$ cat src/rtl/masked_byte_pattern_scanner_defines.svh
// Assertion macros shared by the masked byte pattern scanner modules.
// Included by mbps_front and mbps_queue; no other dependencies.
`ifndef MASKED_BYTE_PATTERN_SCANNER_DEFINES_SVH
`define MASKED_BYTE_PATTERN_SCANNER_DEFINES_SVH

// Same-cycle implication, disabled during reset.
`define MBPS_ASSERT_NOW(label, clk, rst, ante, cons, msg) \
  label: assert property (@(posedge clk) disable iff (rst) (ante) |-> (cons)) \
    else $error(msg);

// Next-cycle implication, disabled during reset.
`define MBPS_ASSERT_NEXT(label, clk, rst, ante, cons, msg) \
  label: assert property (@(posedge clk) disable iff (rst) (ante) |=> (cons)) \
    else $error(msg);

`endif

$ cat src/rtl/mbps_pkg.sv
// Package for the masked byte pattern scanner: constants, codes and the
// record types passed between the front end, the result queue and the back end.
package mbps_pkg;

  localparam int MAX_PATTERN_DEF = 64;
  localparam int QUEUE_DEPTH     = 4;
  localparam int CFG_DATA_W      = 32;
  localparam int CFG_INDEX_W     = 2;

  // Input commands.
  typedef enum logic [1:0] {
    CMD_LOAD    = 2'd0,
    CMD_SCAN    = 2'd1,
    CMD_RESTART = 2'd2,
    CMD_NONE    = 2'd3
  } cmd_t;

  // Result kinds.
  localparam logic RESULT_MATCH = 1'b0;
  localparam logic RESULT_DONE  = 1'b1;

  // Configuration register indexes.
  localparam logic [CFG_INDEX_W-1:0] CFG_PATTERN_LENGTH = 2'd0;
  localparam logic [CFG_INDEX_W-1:0] CFG_FIND_ALL       = 2'd1;
  localparam logic [CFG_INDEX_W-1:0] CFG_MATCH_LIMIT    = 2'd2;
  localparam logic [CFG_INDEX_W-1:0] CFG_BASE_ADDRESS   = 2'd3;

  // Configuration register contents.
  typedef struct packed {
    logic [6:0]  pattern_length;
    logic        find_all;
    logic [15:0] match_limit;
    logic [31:0] base_address;
  } cfg_t;

  // Results caused by one scanned item: a match, a done report, or both.
  typedef struct packed {
    logic        has_match;
    logic        has_done;
    logic [31:0] address;
    logic [15:0] count;
  } rec_t;

  // Write side of the result queue.
  typedef struct packed {
    logic valid;
    rec_t rec;
  } push_t;

endpackage

$ cat src/rtl/mbps_if.sv
// Valid/ready channel interfaces of the masked byte pattern scanner.
// Standalone; carries the input item and result item fields.
interface mbps_in_if;
  logic       valid;
  logic       ready;
  logic [1:0] cmd;
  logic [5:0] entry_index;
  logic [7:0] pattern_byte;
  logic       care_bit;
  logic [7:0] data_byte;
  logic       last_byte;

  modport source (
    output valid, cmd, entry_index, pattern_byte, care_bit, data_byte, last_byte,
    input  ready
  );
  modport sink (
    input  valid, cmd, entry_index, pattern_byte, care_bit, data_byte, last_byte,
    output ready
  );
endinterface

interface mbps_out_if;
  logic        valid;
  logic        ready;
  logic        result_kind;
  logic [31:0] match_address;
  logic [15:0] match_count;
  logic        not_found;
  logic        last_of_run;

  modport source (
    output valid, result_kind, match_address, match_count, not_found, last_of_run,
    input  ready
  );
  modport sink (
    input  valid, result_kind, match_address, match_count, not_found, last_of_run,
    output ready
  );
endinterface

$ cat src/rtl/mbps_front.sv
// Front end: accepts items, keeps the pattern and byte window, compares the
// window in the next cycle, counts matches. Uses mbps_pkg, mbps_if, defines.
`include "masked_byte_pattern_scanner_defines.svh"

module mbps_front #(
  parameter int MAX_PATTERN = mbps_pkg::MAX_PATTERN_DEF
) (
  input  logic              clk,
  input  logic              rst,
  mbps_in_if.sink           scan,
  input  mbps_pkg::cfg_t    cfg,
  input  logic              q_full,
  output mbps_pkg::push_t   push
);

  localparam int IDX_W = (MAX_PATTERN > 1) ? $clog2(MAX_PATTERN) : 1;
  localparam int LEN_W = $clog2(MAX_PATTERN + 1);
  localparam int CMP_W = (LEN_W > 7) ? LEN_W : 7;
  localparam int WIN_W = 8 * MAX_PATTERN;

  logic [7:0]             pattern [MAX_PATTERN];
  logic [MAX_PATTERN-1:0] care;
  logic [7:0]             window  [MAX_PATTERN];
  logic [31:0]            position;

  logic                   b_valid;
  logic                   b_restart;
  logic                   b_last;
  logic [31:0]            b_pos;

  logic [15:0]            found_count;
  logic                   stopped;

  mbps_pkg::cmd_t         cmd;
  logic                   take;
  logic                   b_fire;
  logic [IDX_W-1:0]       load_idx;
  logic                   load_ok;

  logic [CMP_W-1:0]       len_raw;
  logic [LEN_W-1:0]       len_eff;
  logic [LEN_W-1:0]       shift;
  logic [WIN_W-1:0]       rev_flat;
  logic [WIN_W-1:0]       aligned;
  logic [MAX_PATTERN-1:0] bad;
  logic                   hit;
  logic [31:0]            len_m1;
  logic                   full_window;
  logic                   stop_eff;
  logic                   test;
  logic [15:0]            cnt_inc;
  logic [15:0]            cnt_after;
  logic                   stop_after;
  logic [31:0]            address;

  // Handshake: hold off while the compare stage cannot hand its item on.
  assign cmd        = mbps_pkg::cmd_t'(scan.cmd);
  assign scan.ready = !(b_valid && q_full);
  assign take       = scan.valid && scan.ready;
  assign b_fire     = b_valid && !q_full;
  assign load_idx   = IDX_W'(scan.entry_index);
  assign load_ok    = 32'(scan.entry_index) < 32'(MAX_PATTERN);

  // Effective pattern length, clamped to 1..MAX_PATTERN.
  assign len_raw = CMP_W'(cfg.pattern_length);
  always_comb begin
    if (len_raw == '0) begin
      len_eff = LEN_W'(1);
    end else if (len_raw > CMP_W'(MAX_PATTERN)) begin
      len_eff = LEN_W'(MAX_PATTERN);
    end else begin
      len_eff = LEN_W'(len_raw);
    end
  end

  // Pattern bytes and window bytes hold payload only.
  always_ff @(posedge clk) begin
    if (take && cmd == mbps_pkg::CMD_LOAD && load_ok) begin
      pattern[load_idx] <= scan.pattern_byte;
    end
    if (take && cmd == mbps_pkg::CMD_SCAN) begin
      for (int i = MAX_PATTERN - 1; i > 0; i--) begin
        window[i] <= window[i-1];
      end
      window[0] <= scan.data_byte;
    end
  end

  // Care bits and byte position.
  always_ff @(posedge clk) begin
    if (rst) begin
      care     <= '1;
      position <= '0;
    end else if (take) begin
      unique case (cmd)
        mbps_pkg::CMD_LOAD: begin
          if (load_ok) begin
            care[load_idx] <= scan.care_bit;
          end
        end
        mbps_pkg::CMD_SCAN: begin
          position <= scan.last_byte ? '0 : position + 32'd1;
        end
        mbps_pkg::CMD_RESTART: begin
          position <= '0;
        end
        default: begin
        end
      endcase
    end
  end

  // Compare stage register: scanned bytes and restarts move on in order.
  always_ff @(posedge clk) begin
    if (rst) begin
      b_valid <= 1'b0;
    end else if (take && (cmd == mbps_pkg::CMD_SCAN || cmd == mbps_pkg::CMD_RESTART)) begin
      b_valid <= 1'b1;
    end else if (b_fire) begin
      b_valid <= 1'b0;
    end
  end

  always_ff @(posedge clk) begin
    if (take) begin
      b_restart <= (cmd == mbps_pkg::CMD_RESTART);
      b_last    <= scan.last_byte;
      b_pos     <= position;
    end
  end

  // Line the window up with the pattern: byte j meets pattern entry j.
  assign shift = LEN_W'(MAX_PATTERN) - len_eff;
  always_comb begin
    for (int i = 0; i < MAX_PATTERN; i++) begin
      rev_flat[8*i +: 8] = window[MAX_PATTERN-1-i];
    end
  end
  assign aligned = rev_flat >> {shift, 3'b000};

  // Masked compare of every entry in parallel.
  always_comb begin
    for (int j = 0; j < MAX_PATTERN; j++) begin
      bad[j] = care[j] && (LEN_W'(j) < len_eff) && (pattern[j] != aligned[8*j +: 8]);
    end
  end
  assign hit = ~|bad;

  // Match decision, saturating count and stop flag.
  assign len_m1      = 32'(len_eff) - 32'd1;
  assign full_window = b_pos >= len_m1;
  assign stop_eff    = stopped || (cfg.find_all && cfg.match_limit == 16'd0);
  assign test        = !b_restart && !stop_eff && full_window && hit;
  assign cnt_inc     = (found_count != 16'hFFFF) ? found_count + 16'd1 : found_count;
  assign cnt_after   = test ? cnt_inc : found_count;
  assign stop_after  = test ? (!cfg.find_all || cnt_inc >= cfg.match_limit) : stop_eff;
  assign address     = cfg.base_address + b_pos - len_m1;

  assign push.valid         = b_fire && !b_restart && (test || b_last);
  assign push.rec.has_match = test;
  assign push.rec.has_done  = b_last;
  assign push.rec.address   = address;
  assign push.rec.count     = cnt_after;

  // Scan state; cleared by a restart and after the done report.
  always_ff @(posedge clk) begin
    if (rst) begin
      found_count <= '0;
      stopped     <= 1'b0;
    end else if (b_fire) begin
      if (b_restart || b_last) begin
        found_count <= '0;
        stopped     <= 1'b0;
      end else begin
        found_count <= cnt_after;
        stopped     <= stop_after;
      end
    end
  end

  `MBPS_ASSERT_NEXT(a_last_clears_pos, clk, rst, take && cmd == mbps_pkg::CMD_SCAN && scan.last_byte, position == 32'd0, "position not cleared after last byte")
  `MBPS_ASSERT_NEXT(a_restart_clears, clk, rst, b_fire && b_restart, found_count == 16'd0 && !stopped, "restart did not clear scan state")
  `MBPS_ASSERT_NOW(a_push_nonempty, clk, rst, push.valid, push.rec.has_match || push.rec.has_done, "empty result record pushed")

endmodule

$ cat src/rtl/mbps_queue.sv
// Result queue between the front end and the back end of the scanner.
// Holds one record per scanned item that caused results. Uses mbps_pkg.
`include "masked_byte_pattern_scanner_defines.svh"

module mbps_queue (
  input  logic            clk,
  input  logic            rst,
  input  mbps_pkg::push_t push,
  input  logic            pop,
  output logic            full,
  output logic            nonempty,
  output mbps_pkg::rec_t  head
);

  localparam int DEPTH = mbps_pkg::QUEUE_DEPTH;
  localparam int PTR_W = (DEPTH > 1) ? $clog2(DEPTH) : 1;
  localparam int CNT_W = $clog2(DEPTH + 1);

  mbps_pkg::rec_t   entries [DEPTH];
  logic [PTR_W-1:0] wr_ptr;
  logic [PTR_W-1:0] rd_ptr;
  logic [CNT_W-1:0] count;

  assign full     = (count == CNT_W'(DEPTH));
  assign nonempty = (count != '0);
  assign head     = entries[rd_ptr];

  // Storage.
  always_ff @(posedge clk) begin
    if (push.valid) begin
      entries[wr_ptr] <= push.rec;
    end
  end

  // Pointers and fill count.
  always_ff @(posedge clk) begin
    if (rst) begin
      wr_ptr <= '0;
      rd_ptr <= '0;
      count  <= '0;
    end else begin
      if (push.valid) begin
        wr_ptr <= (wr_ptr == PTR_W'(DEPTH - 1)) ? '0 : wr_ptr + PTR_W'(1);
      end
      if (pop) begin
        rd_ptr <= (rd_ptr == PTR_W'(DEPTH - 1)) ? '0 : rd_ptr + PTR_W'(1);
      end
      count <= count + CNT_W'(push.valid) - CNT_W'(pop);
    end
  end

  `MBPS_ASSERT_NOW(a_count_bound, clk, rst, 1'b1, count <= CNT_W'(DEPTH), "queue count above depth")
  `MBPS_ASSERT_NEXT(a_head_holds, clk, rst, nonempty && !pop, $stable(head), "queue head changed without pop")
  `MBPS_ASSERT_NEXT(a_pop_count, clk, rst, pop && !push.valid, count == $past(count) - CNT_W'(1), "pop did not lower count")

endmodule

$ cat src/rtl/mbps_back.sv
// Back end: turns each queued record into one or two result items on the
// output channel. Uses mbps_pkg and mbps_if.
module mbps_back (
  input  logic           clk,
  input  logic           rst,
  input  logic           nonempty,
  input  mbps_pkg::rec_t head,
  output logic           pop,
  mbps_out_if.source     report
);

  logic second;
  logic emit_match;
  logic fire;

  // A record with both a match and a done report sends the match first.
  assign emit_match = head.has_match && !second;
  assign fire       = report.valid && report.ready;
  assign pop        = fire && !(emit_match && head.has_done);

  assign report.valid         = nonempty;
  assign report.result_kind   = emit_match ? mbps_pkg::RESULT_MATCH : mbps_pkg::RESULT_DONE;
  assign report.match_address = emit_match ? head.address : 32'd0;
  assign report.match_count   = head.count;
  assign report.not_found     = emit_match ? 1'b0 : (head.count == 16'd0);
  assign report.last_of_run   = emit_match ? !head.has_done : 1'b1;

  // Tracks that the match half of a two-result record has gone out.
  always_ff @(posedge clk) begin
    if (rst) begin
      second <= 1'b0;
    end else if (fire) begin
      second <= !pop;
    end
  end

endmodule

$ cat src/rtl/masked_byte_pattern_scanner.sv
// Masked byte pattern scanner. Takes one item per clock: loads, restarts and
// scanned bytes all go at full rate. A scanned byte is compared against the
// masked pattern in the cycle after it is taken, and its results reach the
// report channel through the result queue. The compare stage feeds a
// four-record result queue; a byte that causes both a match and a done report
// sends two result items on the report channel, so input is held off only when
// that queue is full and the compare stage is waiting on it. Configuration
// registers may be written only while no scanned byte is in flight.
// Depends on mbps_pkg, mbps_if, mbps_front, mbps_queue and mbps_back.
module masked_byte_pattern_scanner #(
  parameter int MAX_PATTERN = mbps_pkg::MAX_PATTERN_DEF
) (
  input  logic                             clk,
  input  logic                             rst,
  mbps_in_if.sink                          scan,
  mbps_out_if.source                       report,
  input  logic                             cfg_write,
  input  logic [mbps_pkg::CFG_INDEX_W-1:0] cfg_index,
  input  logic [mbps_pkg::CFG_DATA_W-1:0]  cfg_data
);

  mbps_pkg::cfg_t  cfg;
  mbps_pkg::push_t push;
  mbps_pkg::rec_t  head;
  logic            q_full;
  logic            q_nonempty;
  logic            pop;

  // Configuration registers.
  always_ff @(posedge clk) begin
    if (rst) begin
      cfg.pattern_length <= 7'd1;
      cfg.find_all       <= 1'b0;
      cfg.match_limit    <= 16'hFFFF;
      cfg.base_address   <= 32'd0;
    end else if (cfg_write) begin
      unique case (cfg_index)
        mbps_pkg::CFG_PATTERN_LENGTH: cfg.pattern_length <= cfg_data[6:0];
        mbps_pkg::CFG_FIND_ALL:       cfg.find_all       <= cfg_data[0];
        mbps_pkg::CFG_MATCH_LIMIT:    cfg.match_limit    <= cfg_data[15:0];
        mbps_pkg::CFG_BASE_ADDRESS:   cfg.base_address   <= cfg_data[31:0];
        default: begin
        end
      endcase
    end
  end

  mbps_front #(
    .MAX_PATTERN(MAX_PATTERN)
  ) u_front (
    .clk    (clk),
    .rst    (rst),
    .scan   (scan),
    .cfg    (cfg),
    .q_full (q_full),
    .push   (push)
  );

  mbps_queue u_queue (
    .clk      (clk),
    .rst      (rst),
    .push     (push),
    .pop      (pop),
    .full     (q_full),
    .nonempty (q_nonempty),
    .head     (head)
  );

  mbps_back u_back (
    .clk      (clk),
    .rst      (rst),
    .nonempty (q_nonempty),
    .head     (head),
    .pop      (pop),
    .report   (report)
  );

endmodule

$ cat src/flat_wrapper.sv
// flat-port wrapper written by rule: the top's interface ports become plain ports
module masked_byte_pattern_scanner_flat 
#(
  parameter int MAX_PATTERN = mbps_pkg::MAX_PATTERN_DEF
)
  (clk, rst, cfg_write, cfg_index, cfg_data, scan_valid, scan_cmd, scan_entry_index, scan_pattern_byte, scan_care_bit, scan_data_byte, scan_last_byte, scan_ready, report_valid, report_result_kind, report_match_address, report_match_count, report_not_found, report_last_of_run, report_ready);
  mbps_in_if scan_i ();
  mbps_out_if report_i ();
  input  logic clk;
  input  logic rst;
  input  logic cfg_write;
  input  logic [mbps_pkg::CFG_INDEX_W-1:0] cfg_index;
  input  logic [mbps_pkg::CFG_DATA_W-1:0] cfg_data;
  input wire logic [$bits(scan_i.valid)-1:0] scan_valid;
  input wire logic [$bits(scan_i.cmd)-1:0] scan_cmd;
  input wire logic [$bits(scan_i.entry_index)-1:0] scan_entry_index;
  input wire logic [$bits(scan_i.pattern_byte)-1:0] scan_pattern_byte;
  input wire logic [$bits(scan_i.care_bit)-1:0] scan_care_bit;
  input wire logic [$bits(scan_i.data_byte)-1:0] scan_data_byte;
  input wire logic [$bits(scan_i.last_byte)-1:0] scan_last_byte;
  output wire logic [$bits(scan_i.ready)-1:0] scan_ready;
  output wire logic [$bits(report_i.valid)-1:0] report_valid;
  output wire logic [$bits(report_i.result_kind)-1:0] report_result_kind;
  output wire logic [$bits(report_i.match_address)-1:0] report_match_address;
  output wire logic [$bits(report_i.match_count)-1:0] report_match_count;
  output wire logic [$bits(report_i.not_found)-1:0] report_not_found;
  output wire logic [$bits(report_i.last_of_run)-1:0] report_last_of_run;
  input wire logic [$bits(report_i.ready)-1:0] report_ready;
  assign scan_i.valid = scan_valid;
  assign scan_i.cmd = scan_cmd;
  assign scan_i.entry_index = scan_entry_index;
  assign scan_i.pattern_byte = scan_pattern_byte;
  assign scan_i.care_bit = scan_care_bit;
  assign scan_i.data_byte = scan_data_byte;
  assign scan_i.last_byte = scan_last_byte;
  assign scan_ready = scan_i.ready;
  assign report_valid = report_i.valid;
  assign report_result_kind = report_i.result_kind;
  assign report_match_address = report_i.match_address;
  assign report_match_count = report_i.match_count;
  assign report_not_found = report_i.not_found;
  assign report_last_of_run = report_i.last_of_run;
  assign report_i.ready = report_ready;
  masked_byte_pattern_scanner #(.MAX_PATTERN(MAX_PATTERN)) u_core (.clk(clk), .rst(rst), .scan(scan_i), .report(report_i), .cfg_write(cfg_write), .cfg_index(cfg_index), .cfg_data(cfg_data));
endmodule
$ cat config.mk
export PLATFORM = sky130hd
export DESIGN_NAME = masked_byte_pattern_scanner_flat
export DESIGN_NICKNAME = d
export VERILOG_FILES = /design/src/rtl/mbps_pkg.sv /design/src/rtl/mbps_if.sv /design/src/rtl/mbps_front.sv /design/src/rtl/mbps_queue.sv /design/src/rtl/mbps_back.sv /design/src/rtl/masked_byte_pattern_scanner.sv /design/src/flat_wrapper.sv
export VERILOG_INCLUDE_DIRS = /design/src /design/src/rtl
export SDC_FILE = /design/constraint.sdc
export NUM_CORES = 2
export LEC_CHECK = 0
export ABC_AREA = 1
export ABC_CLOCK_PERIOD_IN_PS = 39000
export CELL_PAD_IN_SITES_DETAIL_PLACEMENT = 0
export CELL_PAD_IN_SITES_GLOBAL_PLACEMENT = 2
export CORE_UTILIZATION = 41
export CTS_CLUSTER_DIAMETER = 200
export DETAILED_ROUTE_END_ITERATION = 8
export DONT_BUFFER_PORTS = 1
export PLACE_DENSITY_LB_ADDON = 0.1
export SLEW_MARGIN = 30
export SYNTH_ARGS = -nofsm -noshare
export SYNTH_HDL_FRONTEND = slang
export SYNTH_SLANG_ARGS = --single-unit
$ cat constraint.sdc
create_clock -name clk -period 39 [get_ports clk]
set_input_delay 1.95 -clock clk [delete_from_list [all_inputs] [get_ports clk]]
set_output_delay 1.95 -clock clk [all_outputs]
set_load 0.03 [all_outputs]
==> results.py <==
metrics = {
    "run_status": {
        "status": "complete, no violations",
    },
    "floorplan": {
        "core_um2": 237600,
        "die-width_um": 490.8,
        "initial_core_util_pct": 41.22,
        "io_pins": 118,
        "fp.dieH_um": 490.8,
        "dieArea_um2": 240900,
        "fp-row-count": 179,
    },
    "layout": {
        "mostFrequentLayoutCell": "nand2_1",
        "layout_common_cells": "nand2_1 (5286), nand3_1 (2830), edfxtp_1 (1258), inv_1 (1117), o21ai_0 (522)",
        "drive_gt1_share_pct": 3.948,
        "fin_cells": 16850,
        "syn_to_final_growth_pct": 8.429,
        "multi_input_area_um2": 48850,
        "final_util_pct": 44.70,
        "seqCellArea_um2": 41380,
        "nNetsFinal": 13720,
        "n_fill_cell": 24440,
        "stdcell_area_um2": 106200,
    },
    "setup_path": {
        "critPathKind": "flip-flop to flip-flop",
        "reg2reg_to": "u_core.u_queue.count[2]",
        "slowest_delay_ns": 0.78,
        "path_max_fanout": 137,
        "worstRegToRegCells": 34,
        "ff2ff_setup_slack_ns": 28.35,
        "slowest_stage": "buf_4",
        "cp.arrival_ns": 11.39,
        "crit_required_ns": 39.74,
        "cp-end-kind": "flip-flop",
        "r2r-start": "u_core.cfg[55]",
        "start_kind": "flip-flop",
        "cp_common_cell": "nand2_1",
    },
    "min_path": {
        "hp-start": "u_core.u_front.position[16]",
        "hp-class": "flip-flop to flip-flop",
        "whs_path_depth": 0,
        "min_to": "u_core.u_front.b_pos[16]",
    },
    "power_and_ir_drop": {
        "power_density_nw_per_um2": 49.28,
        "ir_worst_vdd_mv": 0.03926,
        "p_leak_nw": 46.97,
        "p_total_mw": 5.234,
    },
    "synth": {
        "netlist_area_um2": 97960,
        "synth_top_area_share_pct": 38.56,
        "syn_avg_cell_area_um2": 7.015,
        "synth_seq_area_share_pct": 42.24,
        "synth_cell_types": 60,
        "synth_flop_cell": "edfxtp_1",
        "ys_top_cells_by_area": "edfxtp_1 (39%), nand2_1 (20%), nand3_1 (14%)",
        "yosys_warnings": 0,
        "async_flop_share_pct": 0,
        "synth_edf_count": 1258,
        "synth_top_area_cell": "edfxtp_1",
        "postSynthCellCount": 13960,
        "synth-seq-cells": 1438,
    },
    "timing": {
        "tightestPinTransition_ns": 1.162,
        "layout_setup_ws_ns": 28.35,
        "period_needed_ns": 10.65,
        "rsz0062_at_grt": "false",
        "finalSetupViolations": 0,
        "fmax_mhz": 93.91,
        "max_slew_margin_pct": 22.53,
        "slew_violations": 0,
        "hold_viol_final": 0,
        "fin_crit_sh_pct": 27.30,
        "timing.hold.ws_ns": 0.4311,
        "skew_ns": 0.04184,
        "final.setup.tns_ns": 0,
    },
    "placement": {
        "dpl.hpwl_um": 336200,
        "place_congestion": 1.029,
        "portBuffers": 0,
        "placed_cells": 16520,
        "dp_slack_ns": 28.74,
        "dpl_cell_area_um2": 100000,
    },
    "clock_network": {
        "cts.sinks": 1438,
        "insertion_delay_ns": 0.85,
        "cts-root-buf": "clkbuf_16",
        "cts_max_level": 4,
        "post_cts_buffers": 0,
        "hold_buffers": 0,
        "cts_tree": "yes",
        "cts_buffer_depth": 3,
        "cts_made_buffers": 178,
        "cts-resized-gates": 0,
        "clk_pin_slew_ns": 0.06,
    },
    "routing": {
        "wl_per_cell_um": 27.46,
        "drc": 0,
        "drt_pre_antenna_iters": 9,
        "drt_iter0_markers": 13390,
        "ant_nets": 0,
        "totalWireLength_um": 462800,
        "via_count": 98480,
        "vias_per_cell": 5.843,
    },
    "grt": {
        "antenna_found_initial": 17,
        "grt_util_all_layers_pct": 37.20,
        "grt.overflow.total": 0,
        "grt_max_degree": 175,
        "grt_pass1_vias": 88440,
        "grt_first_pass_wirelength_um": 650200,
    },
    "flow_run": {
        "cap_violations": 0,
    },
}
==> how the worst max path moves through the flow <==
| stage | start | endpoint | cells after the start |
|---|---|---|---|
| 6_report | u_core.cfg[55] | u_core.u_queue.count[2] | 34 |
| 5_1_grt | u_core.cfg[55] | u_core.u_queue.count[2] | 37 |
| 4_1_cts | u_core.cfg[55] | u_core.u_queue.count[2] | 37 |
| 3_5_place_dp | u_core.cfg[55] | u_core.u_queue.count[2] | 34 |
| 3_3_place_gp | u_core.cfg[55] | u_core.u_queue.count[2] | 37 |
| 2_1_floorplan | scan_valid | u_core.u_front.window[0][0] | 2 |
==> flip-flops by register name, summed over array words and instances, names as in the netlist, 2 cells and up, named ones only <==
| name | count |
|---|---|
| u_core.u_front.pattern | 512 |
| u_core.u_front.window | 512 |
| u_core.u_queue.entries | 200 |
| u_core.u_front.care | 64 |
| u_core.cfg | 56 |
| u_core.u_front.b_pos | 32 |
| u_core.u_front.position | 32 |
| u_core.u_front.found_count | 16 |
| u_core.u_queue.count | 3 |
| u_core.u_queue.rd_ptr | 2 |
| u_core.u_queue.wr_ptr | 2 |
==> metal layers <==
layer	vias up	routed length, µm	global-route usage (%)	share of wire, %
met4	8	29840	20.32	6.4
met2	4711	197200	55.68	43
li1	45690	-	-	-
met5	-	59	0	0.013
met1	47180	193500	50.57	42
met3	894	42210	6.980	9.1
==> cells in the mapped netlist, types with 19 or more instances <==
master / number
o21ai_0: 522
o211ai_1: 123
clkinv_1: 26
nand2_1: 5287
buf_1: 72
inv_1: 1120
and2_1: 19
inv_2: 20
a21oi_1: 209
fa_1: 32
buf_2: 526
dfxtp_1: 180
nor2_1: 549
xor2_1: 44
nor3_1: 40
xnor2_1: 30
o22ai_1: 22
edfxtp_1: 1258
o21bai_1: 28
nand3_1: 2833
clkbuf_1: 175
ha_1: 91
buf_4: 46
nand3b_1: 114
o21ai_1: 221
nand4_1: 263
==> critical path, delay by kind of cell, from the launching register on <==
kind                       cells  cell delay (ns)
and+or+nand+nor               19             4.47
AOI/OAI and AO/OA              3             0.52
DFF                            1             0.50
buffers and inverters          9             3.52
adders and majority gates      3             0.88
==> cells by family after synthesis <==
kind of cell	after synthesis	share of synthesized area, %
flops	1438	42.24
other cells	2	0.007666
xor+xnor	74	0.6616
buf+inv	1990	8.501
simple gates	9154	40.11
fa+ha+maj	123	1.816
compound gates	1181	6.639
mux	2	0.02044
==> cell type report <==
class                   instances  area share [%]
inverters                    1168           4.187
multi-input cells           10590           45.99
diodes                          8         0.01885
well taps                    3167           3.731
flip-flops and latches       1438           38.96
clock inverters               110           1.330
clock buffers                 216           4.445
repair buffers                161           1.336
==> power breakdown <==
| group | internal (mW) | total [mW] | switching (mW) |
|---|---|---|---|
| sequential | 1.72 | 1.74 | 0.0238 |
| clock | 1.04 | 1.79 | 0.750 |
| combinational | 0.386 | 1.70 | 1.31 |
| total | 3.15 | 5.23 | 2.09 |
No activity file was read; power rests on OpenSTA's default activity.
